<file path="src/design/ps2kbd_ram.sv">
module ps2kbd_ram #(
   parameter int WIDTH = 8,
   parameter int DEPTH = 16
) (
   input  logic                     clock,
   input  logic                     wr_en,
   input  logic [$clog2(DEPTH)-1:0] wr_addr,
   input  logic [WIDTH-1:0]         wr_data,
   input  logic                     rd_en,
   input  logic [$clog2(DEPTH)-1:0] rd_addr,
   output logic [WIDTH-1:0]         rd_data
);

   logic [WIDTH-1:0] mem [DEPTH];
   logic [WIDTH-1:0] rd_data_ff;

   always_ff @(posedge clock) begin
      if (wr_en) begin
         mem[wr_addr] <= wr_data;
      end
      if (rd_en) begin
         rd_data_ff <= mem[rd_addr];
      end
   end

   assign rd_data = rd_data_ff;

endmodule

</file>
<file path="config.mk">
export PLATFORM = sky130hd
export DESIGN_NAME = ps2kbd_ram
export DESIGN_NICKNAME = d
export VERILOG_FILES = /design/src/design/ps2kbd_ram.sv
export SDC_FILE = /design/constraint.sdc
export NUM_CORES = 1
export LEC_CHECK = 0
export BUFFER_PORTS_ARGS = -buffer_cell sky130_fd_sc_hd__buf_2
export CAP_MARGIN = 20
export CORE_MARGIN = 3
export CORE_UTILIZATION = 44
export DETAILED_ROUTE_END_ITERATION = 7
export GPL_TIMING_DRIVEN = 0
export PLACE_DENSITY = 0.7
export SLEW_MARGIN = 0
export SYNTH_ARGS = -nofsm -noshare
export SYNTH_HDL_FRONTEND = slang
export SYNTH_SLANG_ARGS = --single-unit
</file>
<file path="constraint.sdc">
create_clock -name clock -period 2 [get_ports clock]
set_clock_uncertainty 0.05 [all_clocks]
set_input_delay 0 -clock clock [delete_from_list [all_inputs] [get_ports clock]]
set_output_delay 0 -clock clock [all_outputs]
set_load 0.005 [all_outputs]
</file>
==> results.yml <==
power:
  p_sw_share_pct: 19.27
  switchingPower_w: 0.001259
  power_w: 0.006533
  p_comb_share_pct: 4.8
  p_per_area_nw_per_um2: 1051
  pwr-share-seq_pct: 49.4
  pwr-share-clk_pct: 45.8
  p_leak_nw: 2.092
  internal_power_w: 0.005274
  ir_drop_mv: 0.4852
floorplanning:
  rows: 39
  fp.dieArea_um2: 13230
  die_w_um: 115
  initial_core_util_pct: 45.39
  core_um2: 11520
  ios: 27
  die_h_um: 115
cts:
  clock_path_buffers: 2
  cts.htree.levels: 4
  post_cts_buffers: 0
  ctsResizeCount: 0
  numClockSinks: 136
  clockRootBuffer: "clkbuf_16"
  clkTransAtPathRegs_ps: 60
  clk_latency_ps: 410
  cts_buffers: 17
  cts_tree: "yes"
logic_synthesis:
  synth_most_common_cell: "edfxtp_1"
  synthMuxAreaShare_pct: 14.79
  synth-compound-area-share_pct: 2.298
  synth_xor_area_share_pct: 0
  synth_top_family_by_area: "multiplexers"
  synthFlopType: "edfxtp_1"
  synth_seq_cells: 136
  ys_seq_area_share_pct: 78.12
  ys_warn_count: 0
  async_flop_share_pct: 0
  netlist.area_leader.share_pct: 78.12
  synth_nets: 248
  syn_area_um2: 5228
  synth_simple_gate_area_share_pct: 3.135
  yosysTopAreaCell: "edfxtp_1"
  synth_edf_count: 136
  syn-mean-instance-area_um2: 22.83
  syn_inst: 229
  ys_types: 18
  synth_fa_ha_area_share_pct: 0
  synth_common_cells: "136 x edfxtp_1, 18 x mux4_2, 16 x a22oi_1, 14 x mux4_1, 13 x nor2_1"
  synth_area_leaders: "edfxtp_1 78%, mux4_2 7.8%, mux4_1 7.0%"
detailed_routing:
  totalWireLength_um: 9851
  vias: 2460
  wl_per_cell_um: 22.34
  via_per_inst: 5.578
  drt_iter0_markers: 153
  drtAntennaViolNets: 0
  first_pass_iters: 4
  route.detailed.drc: 0
place:
  dp_hpwl_um: 6387
  dp.cells: 401
  routabilityCongestion: 0.7640
  io_buffer_count: 25
global_route:
  grt_pass1_vias: 2583
  grt_remaining_overflow: 0
  grt_max_degree: 17
  grt_use_total_pct: 16.62
  antenna_found_initial: 0
  grt_pass1_wl_um: 15350
sta:
  slew_headroom_pct: 44.24
  hold_viol_final: 0
  fmax_mhz: 641.2
  setup_viol: 0
  min_period_over_period_pct: 77.98
  finalCriticalPeriod_ps: 1560
  rsz0062_at_grt: "no"
  tightest_slew_ps: 830.1
  slew_violations: 0
critical_path:
  crit_arrival_ps: 1660
  worstSetupPathType: "flop to flop"
  critPathCaptureType: "flop"
  path_buf_inv: 0
  cp_max_fo: 1
  crit_family: "multiplexers"
  worstPathCellList: "mux4_2 > a22oi_1 > nand2_1"
  cp-start-kind: "flop"
  crit_required_ps: 2100
  slowest_stage: "mux4_2"
  max_stage_delay_ps: 510
final_layout:
  final_layout_size_suffix_gt1_share_pct: 28.19
  finish.utilization_pct: 53.95
  antenna_cells: 0
  finalNonFillerCells: 441
  syn_to_final_growth_pct: 18.86
  nets: 305
outcome:
  outcome: "completed"
run:
  drv_cap: 0
worst_hold_path:
  hp-class: "input pin to flop"
final timing paths:
kind / startpoint / end / slack [ps] / cells past startpoint
setup reg to reg: mem[7][7] / rd_data[7] / 440 / 3
hold reg to reg: mem[8][1] / rd_data[1] / 720 / 3
setup / recovery: mem[7][7] / rd_data[7] / 440 / 3
hold / removal: wr_addr[1] / mem[4][1] / 30 / 2
sequential cells by signal (all words and copies together), names as in the netlist:
signal,cells
mem,128
rd_data,8
placed cells by master, fill, tap and decap left out, drive strengths merged:
| cell type | Yosys | layout |
|---|---|---|
| a22oi | 16 | 16 |
| and2 | 1 | 1 |
| and2b | 1 | 1 |
| buf | 7 | 36 |
| bufinv | 0 | 3 |
| clkbuf | 0 | 19 |
| clkdlybuf4s25 | 3 | 3 |
| clkinv | 0 | 8 |
| clkinvlp | 0 | 1 |
| dlygate4sd3 | 0 | 9 |
| edfxtp | 136 | 136 |
| mux4 | 32 | 32 |
| nand2 | 9 | 9 |
| nand2b | 2 | 2 |
| nand3 | 1 | 1 |
| nand3b | 2 | 2 |
| nor2 | 13 | 13 |
| nor2b | 1 | 1 |
| nor3 | 4 | 4 |
| or3b | 1 | 1 |
area by class of cell:
type	count	area, um^2
repair buffers	38	240.2
fillers	870	5303
flip-flops and latches	136	4084
plain buffers	10	86.33
clock buffers	19	432.9
multi-input cells	83	1057
well taps	143	178.9
clock inverters	12	133.9
worst register-to-register path, cell delays in order, from the launching register on:
cell and delay [ps]:
edfxtp_1 370, mux4_2 510, a22oi_1 250, nand2_1 130
metrics by stage:
stage | setup slack (ps) | TNS, ps | hold WS [ps] | cell area [um^2]
6_report | 440.4 | 0 | 29.03 | 6213
5_1_grt | 374.4 | 0 | 33.55 | 6213
4_1_cts | 403.4 | 0 | 5.258 | 6213
3_5_place_dp | 31.31 | 0 | 304.0 | 5557
3_3_place_gp | -85.63 | -683.1 | 278.2 | 5532
2_1_floorplan | 457.1 | 0 | 48.87 | 5228
cell families (layout without fill, tap and decap cells):
| kind of cell | count (synthesis) | in the layout |
|---|---|---|
| DFF | 136 | 136 |
| and+or+nand+nor | 35 | 35 |
| muxes | 32 | 32 |
| AOI/OAI and AO/OA | 16 | 16 |
| buffers and inverters | 10 | 79 |
power by group through the flow:
stage | clock, W | combinational, W | sequential [W]
after floorplan | 0 | 0.000162 | 0.00328
after global placement | 0 | 0.000290 | 0.00328
after detailed placement | 0 | 0.000304 | 0.00329
after CTS | 0.00302 | 0.000318 | 0.00323
after global routing | 0.00316 | 0.000345 | 0.00323
final | 0.00299 | 0.000313 | 0.00323
per-layer routing:
layer	wire, um	track usage (%)	up-vias
li1	-	-	1095
met1	4350	22.63	1268
met2	4737	25.31	85
met3	593	5.263	12
met4	170	6.416	0
met5	0	0	-
what timing repair did:
action	in CTS	in global routing
hold buffers	9	0
setup endpoints to repair	0	0
endpoints found under the hold margin	136	0
(Power assumes the default switching activity.)
