## config.mk

```make
export PLATFORM = sky130hd
export DESIGN_NAME = ps2kbd_scan
export DESIGN_NICKNAME = d
export VERILOG_FILES = /design/src/design/ps2kbd_pkg.sv /design/src/design/ps2kbd_scan.sv
export SDC_FILE = /design/constraint.sdc
export NUM_CORES = 1
export LEC_CHECK = 0
export BUFFER_PORTS_ARGS = -buffer_cell sky130_fd_sc_hd__buf_2
export CORE_UTILIZATION = 39
export DETAILED_ROUTE_END_ITERATION = 8
export GPL_TIMING_DRIVEN = 0
export PLACE_DENSITY_LB_ADDON = 0.12
export SKIP_LAST_GASP = 1
export SLEW_MARGIN = 15
export SYNTH_ARGS = -nofsm -noshare
export SYNTH_HDL_FRONTEND = slang
export SYNTH_SLANG_ARGS = --single-unit
```

## constraint.sdc

```tcl
create_clock -name clock -period 1.5 [get_ports clock]
set_input_delay 0.075 -clock clock [delete_from_list [all_inputs] [get_ports clock]]
set_output_delay 0.075 -clock clock [all_outputs]
set_load 0.02 [all_outputs]
```

## src/design/ps2kbd_pkg.sv

```systemverilog
package ps2kbd_pkg;

   typedef enum logic [1:0] {
      ACT_SCAN = 2'd0,
      ACT_LOAD = 2'd1,
      ACT_READ = 2'd2
   } action_type;

   localparam logic [7:0] CODE_BREAK  = 8'hF0;
   localparam logic [7:0] CODE_EXT    = 8'hE0;
   localparam logic [7:0] CODE_LSHIFT = 8'h12;
   localparam logic [7:0] CODE_RSHIFT = 8'h59;

   localparam logic [1:0] MAP_UNSHIFT = 2'd0;
   localparam logic [1:0] MAP_SHIFT   = 2'd1;
   localparam logic [1:0] MAP_EXT     = 2'd2;

   localparam int KEYMAP_DEPTH = 768;
   localparam int KEYMAP_AW    = 10;
   localparam int CHAR_W       = 8;
   localparam int QUEUED_W     = 5;

   typedef struct packed {
      logic                 wr_en;
      logic [KEYMAP_AW-1:0] wr_addr;
      logic [CHAR_W-1:0]    wr_data;
      logic                 rd_en;
      logic [KEYMAP_AW-1:0] rd_addr;
   } keymap_req_type;

   typedef struct packed {
      logic lookup;
      logic is_read;
      logic shift;
   } stage_ctl_type;

   typedef struct packed {
      logic                char_valid;
      logic [QUEUED_W-1:0] queued;
      logic                shift;
      logic                dropped;
   } result_type;

endpackage

```

## src/design/ps2kbd_scan.sv

```systemverilog
module ps2kbd_scan (
   input  logic                       clock,
   input  logic                       reset,
   input  logic                       accept,
   input  ps2kbd_pkg::action_type     action,
   input  logic [7:0]                 scan_byte,
   input  logic [1:0]                 map_select,
   input  logic [7:0]                 map_char,
   output ps2kbd_pkg::keymap_req_type mem_req,
   output ps2kbd_pkg::stage_ctl_type  ctl,
   output logic                       busy
);
   import ps2kbd_pkg::*;

   logic                 break_ff, break_in;
   logic                 extend_ff, extend_in;
   logic                 shift_ff, shift_in;
   logic                 clear_active_ff, clear_active_in;
   logic [KEYMAP_AW-1:0] clear_addr_ff, clear_addr_in;
   logic                 is_shift_code;
   logic [1:0]           lookup_map;

   assign is_shift_code = (scan_byte == CODE_LSHIFT) || (scan_byte == CODE_RSHIFT);
   assign lookup_map = extend_ff ? MAP_EXT : (shift_ff ? MAP_SHIFT : MAP_UNSHIFT);

   always_comb begin
      break_in        = break_ff;
      extend_in       = extend_ff;
      shift_in        = shift_ff;
      clear_active_in = clear_active_ff;
      clear_addr_in   = clear_addr_ff;
      mem_req         = '0;
      ctl.lookup      = 1'b0;
      ctl.is_read     = 1'b0;
      if (clear_active_ff) begin
         mem_req.wr_en   = 1'b1;
         mem_req.wr_addr = clear_addr_ff;
         clear_addr_in   = clear_addr_ff + KEYMAP_AW'(1);
         if (clear_addr_ff == KEYMAP_AW'(KEYMAP_DEPTH - 1)) begin
            clear_active_in = 1'b0;
         end
      end else if (accept) begin
         case (action)
            ACT_SCAN: begin
               if (break_ff) begin
                  break_in  = 1'b0;
                  extend_in = 1'b0;
                  if (is_shift_code) begin
                     shift_in = 1'b0;
                  end
               end else if (scan_byte == CODE_BREAK) begin
                  break_in = 1'b1;
               end else if (scan_byte == CODE_EXT) begin
                  extend_in = 1'b1;
               end else if (is_shift_code) begin
                  shift_in = 1'b1;
               end else begin
                  extend_in       = 1'b0;
                  ctl.lookup      = 1'b1;
                  mem_req.rd_en   = 1'b1;
                  mem_req.rd_addr = {lookup_map, scan_byte};
               end
            end
            ACT_LOAD: begin
               if (map_select == MAP_UNSHIFT || map_select == MAP_SHIFT ||
                   map_select == MAP_EXT) begin
                  mem_req.wr_en   = 1'b1;
                  mem_req.wr_addr = {map_select, scan_byte};
                  mem_req.wr_data = map_char;
               end
            end
            ACT_READ: begin
               ctl.is_read = 1'b1;
            end
            default: begin
            end
         endcase
      end
      ctl.shift = shift_in;
   end

   always_ff @(posedge clock) begin
      if (reset) begin
         break_ff        <= 1'b0;
         extend_ff       <= 1'b0;
         shift_ff        <= 1'b0;
         clear_active_ff <= 1'b1;
         clear_addr_ff   <= '0;
      end else begin
         break_ff        <= break_in;
         extend_ff       <= extend_in;
         shift_ff        <= shift_in;
         clear_active_ff <= clear_active_in;
         clear_addr_ff   <= clear_addr_in;
      end
   end

   assign busy = clear_active_ff;

`ifndef SYNTHESIS
   assert property (@(posedge clock) disable iff (reset)
      (accept && !clear_active_ff && action == ACT_SCAN && break_ff) |=> !break_ff)
      else $error("Break prefix was not consumed by the following scan byte.");

   assert property (@(posedge clock) disable iff (reset)
      (clear_active_ff && accept) |=> $stable(shift_ff) && $stable(extend_ff))
      else $error("Key state changed while the key map was being cleared.");
`endif

endmodule

```

==> results.txt <==
- Count of max-cap constraint violations: 0
- In the post-route analysis, the smallest setup slack over all paths is -0.220 ns.
- Violations in the final reports: setup timing
- After synthesis the netlist holds a flip-flop and latch count of 14.
* Count of final max-slew check failures: 0
* GR Overflow Total: 0
- Max transition margin: 70.5%
- Between clock sinks in the finished design, the worst skew comes to 0.00561 ns.
- Entering global routing, the biggest net connects 11 pins.
- I/O pin total: 57
- The first global-routing pass estimated 4460 um of wire.
- Quantity of I/O buffers inserted on ports: 56
* Sequential share of the synthesized area: 27.9%
- The worst setup path is captured at a primary output.
* DR pass1 iterations: 4
* Instance count of the mapped netlist: 117
- The die is 52.7 um wide.
* Maximum buffer depth of the clock tree: 2
* Clock insertion delay at the later pin of the skew report: 0.29 ns
- After synthesis, the mean cell area works out to 8.58 sq um.
- CP Class: input port to primary output
- Maximum level of the CTS H-tree: 1
- The largest individual stage delay along the critical path comes from the cell sky130_fd_sc_hd__or4b_1.
* Number of design rule violations left after detail routing: 0
- Achievable clock frequency: 581 MHz
- Cell-by-cell listing of the critical path: buf_2 -> or4b_1 -> a21oi_4 -> and4bb_2 -> buf_6 -> and2_4 -> buf_6
* Number of hold buffers added after CTS: 0
- Violation count after the first detailed-routing iteration: 12
- Final setup violation count: 30
- The final route contains 1149 vias.
- Full die area: 0.00278 sq mm
- Power spread over the standard cell area amounts to 421 mW/mm^2.
- The run finished, with violations left.
- Nets@finish: 212
- Standby leakage power: 0.765 nW
- Final critical-path required period: 1.72 ns
- Crit path buf inv count: 3
- Post-route total power: 718 uW
- Number of synthesized flops with an enable pin: 0
- Clock sink count: 14
* Critical Path AT: 1.65 ns
- Slew at the pin closest to its max-slew limit: 0.443 ns
- Final HPWL DP: 1990 um
* Share of cells above drive strength 1: 55.9%
- Setup repair after global routing missed its margin: true
- Once placement completed, the tool counted placed cells totaling 203.
- The floorplan step defined a core boundary enclosing 0.00245 sq mm.
- Largest incremental delay on the critical path: 0.57 ns
- The path class of the tightest hold or removal check is input port to register.
* Fin cells: 216
- TritonCTS built the clock tree.
- Yosys warning total: 0
* Clock transition time at the flip-flop clock pins of the worst setup and hold paths: 0.08 ns
- Average routed wire per standard cell: 13.7 um
- In this run, CTS created clock tree buffers numbering 3.
* Starting density of the core: 40.9%
- Wires add up to 2950 um.
- Cell row count: 18
- Worst Path Max Fanout: 5
- Chip height: 52.7 um
- Initial antenna violation count: 0
- The synthesized netlist contains 38 unique library cells.
- The tree is rooted in a sky130_fd_sc_hd__clkbuf_4.
* Req. time, crit path: 1.42 ns
* Cell class contributing the biggest share of worst-path delay: simple AND/OR/NAND/NOR gates
* Post-route antenna net violation count: 0
- Post-synthesis to final-layout area growth: 69.8%
- Dpl ws: -0.413 ns
- Counting every net in the synthesized netlist gives 141.
- Most frequent cell on the critical path: sky130_fd_sc_hd__buf_6
* Startpoint class of the critical path: input port
* Async S/R FF share, synth: 0%
* Final cycle utilization of the critical path: 115%
- Routability-driven placement finished with a final weighted congestion of 0.942.
* Number of global-route vias before repair: 974
* Highest ir drop seen on vdd: 0.325 mV
- The top cell types in the final layout, fill and taps aside, are sky130_fd_sc_hd__buf_6 (31), sky130_fd_sc_hd__buf_2 (28), sky130_fd_sc_hd__and2_4 (17), sky130_fd_sc_hd__dfxtp_1 (13).
- Post-synthesis instance area: 0.00100 sq mm
* Commonest non-fill, non-tap cell in the layout: sky130_fd_sc_hd__buf_6
- For this run, the leading register cell type out of synthesis is sky130_fd_sc_hd__dfxtp_1.
- The count of endpoints failing hold in the final timing report is 0.
- Overall routing resource usage: 21.8%
- The repair_antennas step left the layout with diodes totalling 0.
- After detailed routing, the number of vias per cell comes to 5.32.
registers in the layout, summed over array words and instances, names as in the netlist:
signal / flops
clear_addr_ff: 10
break_ff: 1
busy: 1
extend_ff: 1
shift_ff: 1
layout make-up:
cell class / count / area (sq um)
Clock buffer: 3 / 22.5
Multi-Input combinational cell: 91 / 738
Tap cell: 30 / 37.5
Buffer: 6 / 48.8
Sequential cell: 14 / 284
Fill cell: 197 / 751
Timing Repair Buffer: 68 / 558
Inverter: 4 / 15.0
per-layer routing:
| metal | track usage (%) | vias to the layer above | part of all wire, % |
|---|---|---|---|
| met4 | 7.89 | 0 | 1.4 |
| met5 | 0 | - | 0 |
| met2 | 37.3 | 50 | 50 |
| li1 | - | 557 | - |
| met1 | 27.5 | 537 | 43 |
| met3 | 2.90 | 5 | 5.7 |
per-stage QoR:
stage               area [sq um]  setup TNS (ns)  hold WS [ns]  util (%)
finish                      1700           -4.11       0.00820      69.4
global route                1700           -6.35        0.0137      69.4
CTS                         1650           -6.15        0.0128      67.3
detailed placement          1340           -7.74         0.315      54.6
global placement            1340           -7.19         0.310      54.6
floorplan                   1020           -1.14         0.144         -
cells in the mapped netlist (2+ instances only):
cell type,count,area share (%)
sky130_fd_sc_hd__a211oi_1,2,1.5
sky130_fd_sc_hd__a21oi_1,2,1.0
sky130_fd_sc_hd__a22o_1,7,6.1
sky130_fd_sc_hd__a31oi_1,2,1.2
sky130_fd_sc_hd__and2_1,19,12
sky130_fd_sc_hd__and3_1,2,1.2
sky130_fd_sc_hd__and3b_1,2,1.7
sky130_fd_sc_hd__buf_4,2,1.5
sky130_fd_sc_hd__buf_6,2,2.2
sky130_fd_sc_hd__clkbuf_1,4,1.5
sky130_fd_sc_hd__dfxtp_1,14,28
sky130_fd_sc_hd__inv_1,4,1.5
sky130_fd_sc_hd__nand2_1,4,1.5
sky130_fd_sc_hd__nand3_1,5,2.5
sky130_fd_sc_hd__nand4_1,3,1.9
sky130_fd_sc_hd__nand4b_1,2,1.7
sky130_fd_sc_hd__nor2_1,11,4.1
sky130_fd_sc_hd__nor3_1,3,1.5
sky130_fd_sc_hd__xnor2_1,4,3.5
sky130_fd_sc_hd__xor2_1,5,4.4
report_power, final:
part | internal, mW | switching (mW)
Sequential | 0.377 | 0.00918
Combinational | 0.0566 | 0.0622
Clock | 0.0934 | 0.120
Total | 0.527 | 0.191
final timing paths:
check | start | endpoint | slack (ns) | depth (start not counted)
setup / recovery | scan_byte[2] | mem_req[0] | -0.22 | 7
hold / removal | reset | extend_ff$_SDFFE_PP0P_ | 0.008 | 2
hold reg to reg | break_ff$_SDFFE_PP0P_ | break_ff$_SDFFE_PP0P_ | 0.57 | 1
setup reg to reg | busy$_SDFF_PP1_ | clear_addr_ff[9]$_SDFFE_PP0P_ | 0.11 | 6
logic make-up after synthesis:
| family | share of synthesized area, % |
|---|---|
| and+or+nand+nor | 36.9 |
| buffers and inverters | 6.73 |
| muxes | 0.998 |
| AOI/OAI and AO/OA | 18.3 |
| xor gates and xnor gates | 7.85 |
| adders and majority gates | 1.25 |
| DFF | 27.9 |
timing repair:
action,in CTS,in global routing
setup endpoints to repair,32,33
buffers inserted,7,3
pin swaps,13,9
gates resized for setup,76,13
cloned,2,0
worst reg2reg max path, cell delays in order (launching register included):
cell and delay, ns:
sky130_fd_sc_hd__dfxtp_4 0.38, sky130_fd_sc_hd__buf_4 0.13, sky130_fd_sc_hd__buf_4 0.11, sky130_fd_sc_hd__nand4_1 0.16, sky130_fd_sc_hd__nor3_2 0.28, sky130_fd_sc_hd__xnor2_1 0.15
sky130_fd_sc_hd__nor2_1 0.06
Note: power is estimated with default switching activity, not from simulation.
