<file path="src/design/ps2kbd_pkg.sv">
package ps2kbd_pkg;

   typedef enum logic [1:0] {
      ACT_SCAN = 2'd0,
      ACT_LOAD = 2'd1,
      ACT_READ = 2'd2
   } action_type;

   localparam logic [7:0] CODE_BREAK  = 8'hF0;
   localparam logic [7:0] CODE_EXT    = 8'hE0;
   localparam logic [7:0] CODE_LSHIFT = 8'h12;
   localparam logic [7:0] CODE_RSHIFT = 8'h59;

   localparam logic [1:0] MAP_UNSHIFT = 2'd0;
   localparam logic [1:0] MAP_SHIFT   = 2'd1;
   localparam logic [1:0] MAP_EXT     = 2'd2;

   localparam int KEYMAP_DEPTH = 768;
   localparam int KEYMAP_AW    = 10;
   localparam int CHAR_W       = 8;
   localparam int QUEUED_W     = 5;

   typedef struct packed {
      logic                 wr_en;
      logic [KEYMAP_AW-1:0] wr_addr;
      logic [CHAR_W-1:0]    wr_data;
      logic                 rd_en;
      logic [KEYMAP_AW-1:0] rd_addr;
   } keymap_req_type;

   typedef struct packed {
      logic lookup;
      logic is_read;
      logic shift;
   } stage_ctl_type;

   typedef struct packed {
      logic                char_valid;
      logic [QUEUED_W-1:0] queued;
      logic                shift;
      logic                dropped;
   } result_type;

endpackage

</file>
<file path="src/design/ps2kbd_ram.sv">
module ps2kbd_ram #(
   parameter int WIDTH = 8,
   parameter int DEPTH = 16
) (
   input  logic                     clock,
   input  logic                     wr_en,
   input  logic [$clog2(DEPTH)-1:0] wr_addr,
   input  logic [WIDTH-1:0]         wr_data,
   input  logic                     rd_en,
   input  logic [$clog2(DEPTH)-1:0] rd_addr,
   output logic [WIDTH-1:0]         rd_data
);

   logic [WIDTH-1:0] mem [DEPTH];
   logic [WIDTH-1:0] rd_data_ff;

   always_ff @(posedge clock) begin
      if (wr_en) begin
         mem[wr_addr] <= wr_data;
      end
      if (rd_en) begin
         rd_data_ff <= mem[rd_addr];
      end
   end

   assign rd_data = rd_data_ff;

endmodule

</file>
<file path="src/design/ps2kbd_fifo.sv">
module ps2kbd_fifo #(
   parameter int FIFO_DEPTH = 16
) (
   input  logic                      clock,
   input  logic                      reset,
   input  logic                      enable,
   input  ps2kbd_pkg::stage_ctl_type ctl,
   input  logic [7:0]                key_char,
   output ps2kbd_pkg::result_type    result,
   output logic [7:0]                head_char
);
   import ps2kbd_pkg::*;

   localparam int IDX_W = $clog2(FIFO_DEPTH);
   localparam int CNT_W = $clog2(FIFO_DEPTH + 1);

   logic [IDX_W-1:0] wr_idx_ff, wr_idx_in;
   logic [IDX_W-1:0] rd_idx_ff, rd_idx_in;
   logic [CNT_W-1:0] fill_ff, fill_in;
   logic             push_try;
   logic             full;
   logic             not_empty;
   logic             push;
   logic             pop;

   assign push_try  = ctl.lookup && (key_char != '0);
   assign full      = (fill_ff == CNT_W'(FIFO_DEPTH));
   assign not_empty = (fill_ff != '0);
   assign push      = enable && push_try && !full;
   assign pop       = enable && ctl.is_read && not_empty;

   always_comb begin
      wr_idx_in = wr_idx_ff;
      rd_idx_in = rd_idx_ff;
      fill_in   = fill_ff;
      if (push) begin
         wr_idx_in = (wr_idx_ff == IDX_W'(FIFO_DEPTH - 1)) ? '0 : wr_idx_ff + IDX_W'(1);
         fill_in   = fill_ff + CNT_W'(1);
      end
      if (pop) begin
         rd_idx_in = (rd_idx_ff == IDX_W'(FIFO_DEPTH - 1)) ? '0 : rd_idx_ff + IDX_W'(1);
         fill_in   = fill_ff - CNT_W'(1);
      end
   end

   always_ff @(posedge clock) begin
      if (reset) begin
         wr_idx_ff <= '0;
         rd_idx_ff <= '0;
         fill_ff   <= '0;
      end else begin
         wr_idx_ff <= wr_idx_in;
         rd_idx_ff <= rd_idx_in;
         fill_ff   <= fill_in;
      end
   end

   ps2kbd_ram #(
      .WIDTH (CHAR_W),
      .DEPTH (FIFO_DEPTH)
   ) u_char_ram (
      .clock   (clock),
      .wr_en   (push),
      .wr_addr (wr_idx_ff),
      .wr_data (key_char),
      .rd_en   (pop),
      .rd_addr (rd_idx_ff),
      .rd_data (head_char)
   );

   assign result.char_valid = ctl.is_read && not_empty;
   assign result.queued     = QUEUED_W'(fill_in);
   assign result.shift      = ctl.shift;
   assign result.dropped    = push_try && full;

`ifndef SYNTHESIS
   assert property (@(posedge clock) disable iff (reset)
      fill_ff <= CNT_W'(FIFO_DEPTH))
      else $error("Character queue count exceeds its depth.");

   assert property (@(posedge clock) disable iff (reset)
      !(push && pop))
      else $error("Character queue pushed and popped by the same request.");
`endif

endmodule

</file>
<file path="config.mk">
export PLATFORM = sky130hd
export DESIGN_NAME = ps2kbd_fifo
export DESIGN_NICKNAME = d
export VERILOG_FILES = /design/src/design/ps2kbd_pkg.sv /design/src/design/ps2kbd_ram.sv /design/src/design/ps2kbd_fifo.sv
export SDC_FILE = /design/constraint.sdc
export NUM_CORES = 1
export LEC_CHECK = 0
export BUFFER_PORTS_ARGS = -buffer_cell sky130_fd_sc_hd__buf_2
export CORE_UTILIZATION = 60
export CTS_CLUSTER_DIAMETER = 60
export CTS_CLUSTER_SIZE = 25
export DETAILED_ROUTE_END_ITERATION = 8
export GPL_TIMING_DRIVEN = 0
export PLACE_DENSITY = 0.78
export SLEW_MARGIN = 10
export SYNTH_ARGS = -nofsm -noshare
export SYNTH_HDL_FRONTEND = slang
export SYNTH_SLANG_ARGS = --single-unit
</file>
<file path="constraint.sdc">
create_clock -name clock -period 5.8 [get_ports clock]
set_clock_uncertainty 0.2 [all_clocks]
set_input_delay 1.74 -clock clock [delete_from_list [all_inputs] [get_ports clock]]
set_output_delay 1.74 -clock clock [all_outputs]
set_load 0.01 [all_outputs]
</file>
==> out/metrics.yaml, run 1 <==
drtPass1Iterations: 5
async_flop_share_pct: 0
hold_violations: 0
fmax_mhz: 180
place_hpwl_mm: 8.10
worst-r2r-setup-slack_ps: 2850
drive_gt1_share_pct: 27.8
numCtsBuffers: 17
nets: 403
met2_length_mm: 6.50
crit_fanout: 17
critPathRequiredTime_ps: 3860
dpl_cell_area_um2: 6370
syn_area_um2: 6070
gp_congestion: 0.790
synth_area_leaders: "edfxtp_1 67%, mux4_2 12%, dfxtp_1 4.3%, a22oi_1 2.0%, and3_1 2.0%"
p_per_area_nw_per_um2: 344
antenna_found_initial: 0
cts_resized: 0
syn_to_final_growth_pct: 14.1
setup_viol: 0
synth.top_cell.area_share_pct: 67.3
drt_iter0_markers: 318
num_io_pins: 30
core_area_um2: 9770
start_util_pct: 62.1
clock_latency_ps: 530
avgRoutedWirePerCell_um: 24.0
grt-ovfl-total: 0
io_buffers: 27
grt_pass1_wl_mm: 19.1
grt_pass1_vias: 3324
syn-num-nets: 357
yosysWarnings: 0
routed_wl_mm: 12.7
internal-power_uw: 1860
viasPerCell: 6.43
synth_edf_count: 136
wirelength_met1_mm: 4.96
rows: 36
cp_common_cell: "buf_2"
yosysSeqAreaShare_pct: 71.6
clk_pin_slew_worst_paths_ps: 60
drtAntennaViolNets: 0
highest_layer: "met4"
p_switching_uw: 519
yosysUniqueCellTypes: 49
p_comb_share_pct: 7.2
dieHeight_um: 103
switching_share_pct: 21.8
ys_ff_latch: 149
cp_slowest_cell: "or4_4"
fp.dieW_um: 103
track_usage_pct: 26.7
cts_htree_levels: 4
path_class: "in2out"
drc: 0
start_kind: "input pin"
finalSetupTns_ps: 0
wl_met3_um: 966
synth_top_cell_by_area: "edfxtp_1"
end_kind: "output port"
slowest_delay_ps: 610
grt_max_degree: 18
syn_inst: 336
status: "complete, no violations"
cp_cell_sequence: "buf_2 > or4_4 > o211a_1 > and4_1 > a211oi_1 > buf_2"
vias: 3396
cts_buffer_depth: 2
tightest_slew_ps: 731
diodes: 0
post_cts_hold_buffer_count: 0
max-slew-margin-rel_pct: 51.3
synth-main-ff-cell: "edfxtp_1"
hp-class: "reg2reg"
final_cell_area_um2: 6920
finalPower_uw: 2380
cap_violations: 0
leakagePower_uw: 0.00236
worst_ir_drop_vdd_mv: 0.242
synth.avg_cell_area_um2: 18.1
cts.sinks: 149
final.min_clock_period_ps: 5550
rsz0062_at_grt: "no"
pwr-share-clk_pct: 42.7
finalMaxSlewViolations: 0
min_period_over_period_pct: 95.7
worstPathArrival_ps: 3610
p_seq_share_pct: 50.1
cts-root-buf: "clkbuf_8"
cts_tree: "done"
cts_setup_buffers: 0
die-area_um2: 10500
[cell usage after synthesis, drive strengths merged, types with 2 or more instances]
master / n
or3: 2
nand3: 5
and2: 4
mux2: 2
edfxtp: 136
a41oi: 2
a21oi: 8
or4: 2
nand4: 3
nor2b: 2
nor2: 14
mux4: 32
and3: 19
ha: 7
a311oi: 3
xnor2: 2
o211ai: 2
a31oi: 2
o21ai: 3
a22oi: 16
nand2: 16
inv: 8
nor3: 4
dfxtp: 13
buf: 8
clkbuf: 7
[power groups by stage]
stage	Combinational, µW	Clock, µW	Sequential [µW]
floorplan	110	0	1220
global placement	164	0	1220
detailed placement	170	0	1220
CTS	171	1020	1190
global route	186	1070	1200
finish	171	1020	1190
[sequential cells by signal, indices dropped and copies added (netlist names)]
| register | count |
|---|---|
| rd_idx_ff | 4 |
| fill_ff | 5 |
| u_char_ram.mem | 128 |
| wr_idx_ff | 4 |
| u_char_ram.rd_data | 8 |
[layout by cell type, fill, tap and decap left out, types with 2 or more instances in the layout]
cell type   count
edfxtp_1      136
nand3_1         4
buf_1           2
and2_1          2
bufinv_16       2
mux4_2         32
nor2b_1         2
a31oi_1         2
a21oi_1         8
a41oi_1         2
inv_1           7
a311oi_1        3
nor2_1         14
o21ai_0         3
and3_1         19
clkinv_2        6
ha_1            7
dfxtp_1        13
mux2_2          2
o211ai_1        2
nand4_1         3
buf_2          31
or4_4           2
a22oi_1        16
clkbuf_1        6
nor3_1          4
xnor2_1         2
nand2_1        16
clkinvlp_4      5
clkbuf_16      16
[final cells by class]
cell class / count / area, µm²
Multi-Input combinational cell: 163 / 1610
Timing Repair Buffer: 27 / 135
Tap cell: 133 / 166
Clock inverter: 15 / 140
Buffer: 16 / 82.6
Clock buffer: 17 / 414
Sequential cell: 149 / 4340
Inverter: 8 / 30.0
Fill cell: 580 / 2850
[per-layer routing]
metal  global-route usage (%)  vias to the layer above
met3                     6.31                       21
met2                     41.9                      167
met5                        0                        -
li1                         -                     1470
met4                     11.5                        0
met1                     36.4                     1738
[final timing paths]
path | from | end | cells past startpoint
max reg2reg | fill_ff[0]$_SDFF_PP0_ | u_char_ram.mem[8][4]$_DFFE_PP_ | 6
min reg2reg | wr_idx_ff[1]$_SDFFE_PP0P_ | wr_idx_ff[1]$_SDFFE_PP0P_ | 2
min | wr_idx_ff[1]$_SDFFE_PP0P_ | wr_idx_ff[1]$_SDFFE_PP0P_ | 2
max | key_char[1] | result[4] | 6
[stage by stage]
step | utilization [%] | worst slack [ps] | hold slack (ps) | std cells
2_1_floorplan | - | 695 | 295 | 336
3_3_place_gp | 65.2 | 312 | 321 | 496
5_1_grt | 70.8 | 139 | 402 | 528
4_1_cts | 70.8 | 277 | 356 | 528
3_5_place_dp | 65.2 | 287 | 346 | 496
6_report | 70.8 | 252 | 359 | 528
[worst max-delay path: cells and delay by family]
| family | cells | cell delay (ps) |
|---|---|---|
| AOI/OAI and AO/OA | 2 | 570 |
| buffers and inverters | 2 | 410 |
| and+or+nand+nor | 2 | 890 |
[kinds of logic (layout without fill, tap and decap cells)]
group	after synthesis	after routing	synth area share, %
xor gates and xnor gates	2	2	0.289
muxes	35	35	12.4
DFF	149	149	71.6
and+or+nand+nor	76	76	7.12
buffers and inverters	24	83	1.86
adders and majority gates	7	7	1.44
AOI/OAI and AO/OA	43	43	5.28
No activity file was read; power rests on OpenSTA's default activity.
==> inputs of run 2 (changes only) <==
--- a/config.mk
+++ b/config.mk
@@ -12,6 +12,7 @@
 export DETAILED_ROUTE_END_ITERATION = 8
 export GPL_TIMING_DRIVEN = 0
 export PLACE_DENSITY = 0.78
+export RECOVER_POWER = 50
 export SLEW_MARGIN = 10
 export SYNTH_ARGS = -nofsm -noshare
 export SYNTH_HDL_FRONTEND = slang
==> run 2 against run 1 <==
  * Count of clock-buffer cells in the layout unchanged
  * Die area is the same
  * Maximum frequency hardly changed
  * Clock power barely moved
  * Global-route usage is the same
  * Power decreased by 0.21%
  * Sequential share of layout area increased by 0.15 points
  * Core utilization fell by 0.17 points
  * Register-to-register slack about the same
  * Flip-flop and latch count unchanged
  * Critical path type unchanged
==> out/metrics.yaml, run 2 (synthesized netlist as in run 1, its figures left out) <==
drtPass1Iterations: 5  # unchanged
drc: 0  # unchanged
routed_wl_mm: 12.6  # -0.47%
syn_to_final_growth_pct: 13.8
internal-power_uw: 1860  # about the same
start_util_pct: 62.1  # unchanged
cts_htree_levels: 4  # unchanged
fmax_mhz: 180  # about the same
nets: 403  # unchanged
hold_slack_ps: 352  # -6.66 ps
worstPathArrival_ps: 3610  # about the same
vias: 3386  # -0.29%
layout_common_cells: "136 x edfxtp_1, 32 x mux4_2, 29 x buf_2"
die-area_um2: 10500  # unchanged
cp_slowest_cell: "or4_4"
place_worst_setup_slack_ps: 287  # unchanged
final_common_cell: "edfxtp_1"
p_per_area_nw_per_um2: 344  # about the same
cp_common_cell: "buf_2"
finalSetupTns_ps: 0  # unchanged
track_usage_pct: 26.7  # unchanged
multi_input_area_um2: 1600  # -0.78%
drtAntennaViolNets: 0  # unchanged
p_switching_uw: 515  # -0.77%
diodes: 0  # unchanged
pwr-share-clk_pct: 42.6  # about the same
path_buf_inv: 2  # unchanged
dpl_cell_area_um2: 6370  # unchanged
tightest_slew_ps: 757  # +26.2 ps
worst_ir_drop_vdd_mv: 0.240  # -0.79%
cts_buffer_depth: 2  # unchanged
grt-ovfl-total: 0  # unchanged
cts_setup_buffers: 0  # unchanged
grt_max_degree: 18  # unchanged
cts_resized: 0  # unchanged
clk_pin_slew_worst_paths_ps: 60  # about the same
top_register: "u_char_ram.mem"
antenna_found_initial: 0  # unchanged
fill_cells: 585  # +0.86%
drt_iter0_markers: 296  # -6.9%
num_io_pins: 30  # unchanged
rows: 36  # unchanged
place_hpwl_mm: 8.10  # unchanged
gp_congestion: 0.790  # unchanged
leakagePower_uw: 0.00235  # -0.31%
crit_fanout: 17  # unchanged
max-slew-margin-rel_pct: 49.5  # -1.7 points
cp_cell_sequence: "buf_2 > or4_4 > o211a_1 > and4_1 > a211oi_1 > buf_2"
core_area_um2: 9770  # unchanged
fin_ws_ps: 247  # -4.65 ps
avgRoutedWirePerCell_um: 23.9  # -0.47%
dieHeight_um: 103  # unchanged
final.min_clock_period_ps: 5550  # +4.65 ps
path_class: "in2out"
cts-root-buf: "clkbuf_8"
finalMaxSlewViolations: 0  # unchanged
setup_viol: 0  # unchanged
end_kind: "output port"
fp.dieW_um: 103  # unchanged
switching_share_pct: 21.7  # -0.12 points
viasPerCell: 6.41  # -0.29%
p_comb_share_pct: 7.1  # about the same
seq_area_um2: 4340  # unchanged
cap_violations: 0  # unchanged
start_kind: "input pin"
drive_gt1_share_pct: 26.6  # -1.3 points
critPathRequiredTime_ps: 3860  # about the same
clock_latency_ps: 530  # about the same
final_cell_area_um2: 6910  # -0.24%
rsz0062_at_grt: "no"
largest_register_ffs: 128  # unchanged
hp-class: "reg2reg"
cts_tree: "done"
post_cts_hold_buffer_count: 0  # unchanged
io_buffers: 27  # unchanged
slowest_delay_ps: 610  # about the same
cts.sinks: 149  # unchanged
status: "complete, no violations"
grt_pass1_wl_mm: 19.1  # unchanged
p_seq_share_pct: 50.3  # +0.2 points
path_delay_family: "simple AND/OR/NAND/NOR gates"
hold_violations: 0  # unchanged
numCtsBuffers: 17  # unchanged
grt_pass1_vias: 3324  # unchanged
min_period_over_period_pct: 95.7  # about the same
run 2: worst min-delay path: stages (launching register included):
cell and delay [ps]:
dfxtp_1 340, o21ai_0 90, a21oi_1 70
run 2: path summary, 6_finish.rpt:
check	slack, ps	endpoint	cells after the start	from
worst min register to register	350	wr_idx_ff[1]$_SDFFE_PP0P_	2	wr_idx_ff[1]$_SDFFE_PP0P_
worst min-delay path	350	wr_idx_ff[1]$_SDFFE_PP0P_	2	wr_idx_ff[1]$_SDFFE_PP0P_
worst max register to register	2840	u_char_ram.mem[5][3]$_DFFE_PP_	6	fill_ff[0]$_SDFF_PP0_
worst max-delay path	250	result[4]	6	key_char[1]
run 2: per-layer routing:
layer,track usage [%],part of all wire (%),vias up
met5,0,0,-
met4,11.5,2.4,0
met2,41.9,51,178
met1,36.4,39,1709
li1,-,-,1472
met3,6.31,7.8,27
run 2: final cells by class:
cell class | instances | share of cell area, %
clock buffers | 17 | 6.00
multi-input cells | 163 | 23.1
clock inverters | 15 | 2.03
repair buffers | 27 | 1.92
well taps | 133 | 2.41
plain buffers | 16 | 1.18
flip-flops and latches | 149 | 62.9
inverters | 8 | 0.435
run 2: stage by stage:
stage | instances | power (µW) | util (%)
floorplan | 336 | 1330 | -
global placement | 496 | 1380 | 65.2
detailed placement | 496 | 1390 | 65.2
CTS | 528 | 2380 | 70.8
global route | 528 | 2440 | 70.7
finish | 528 | 2380 | 70.7
run 2: power groups by stage:
stage	combinational, µW	sequential [µW]	clock, µW
after global placement	164	1220	0
after detailed placement	170	1220	0
after floorplan	110	1220	0
after global routing	183	1200	1070
after CTS	171	1190	1020
final	169	1190	1010
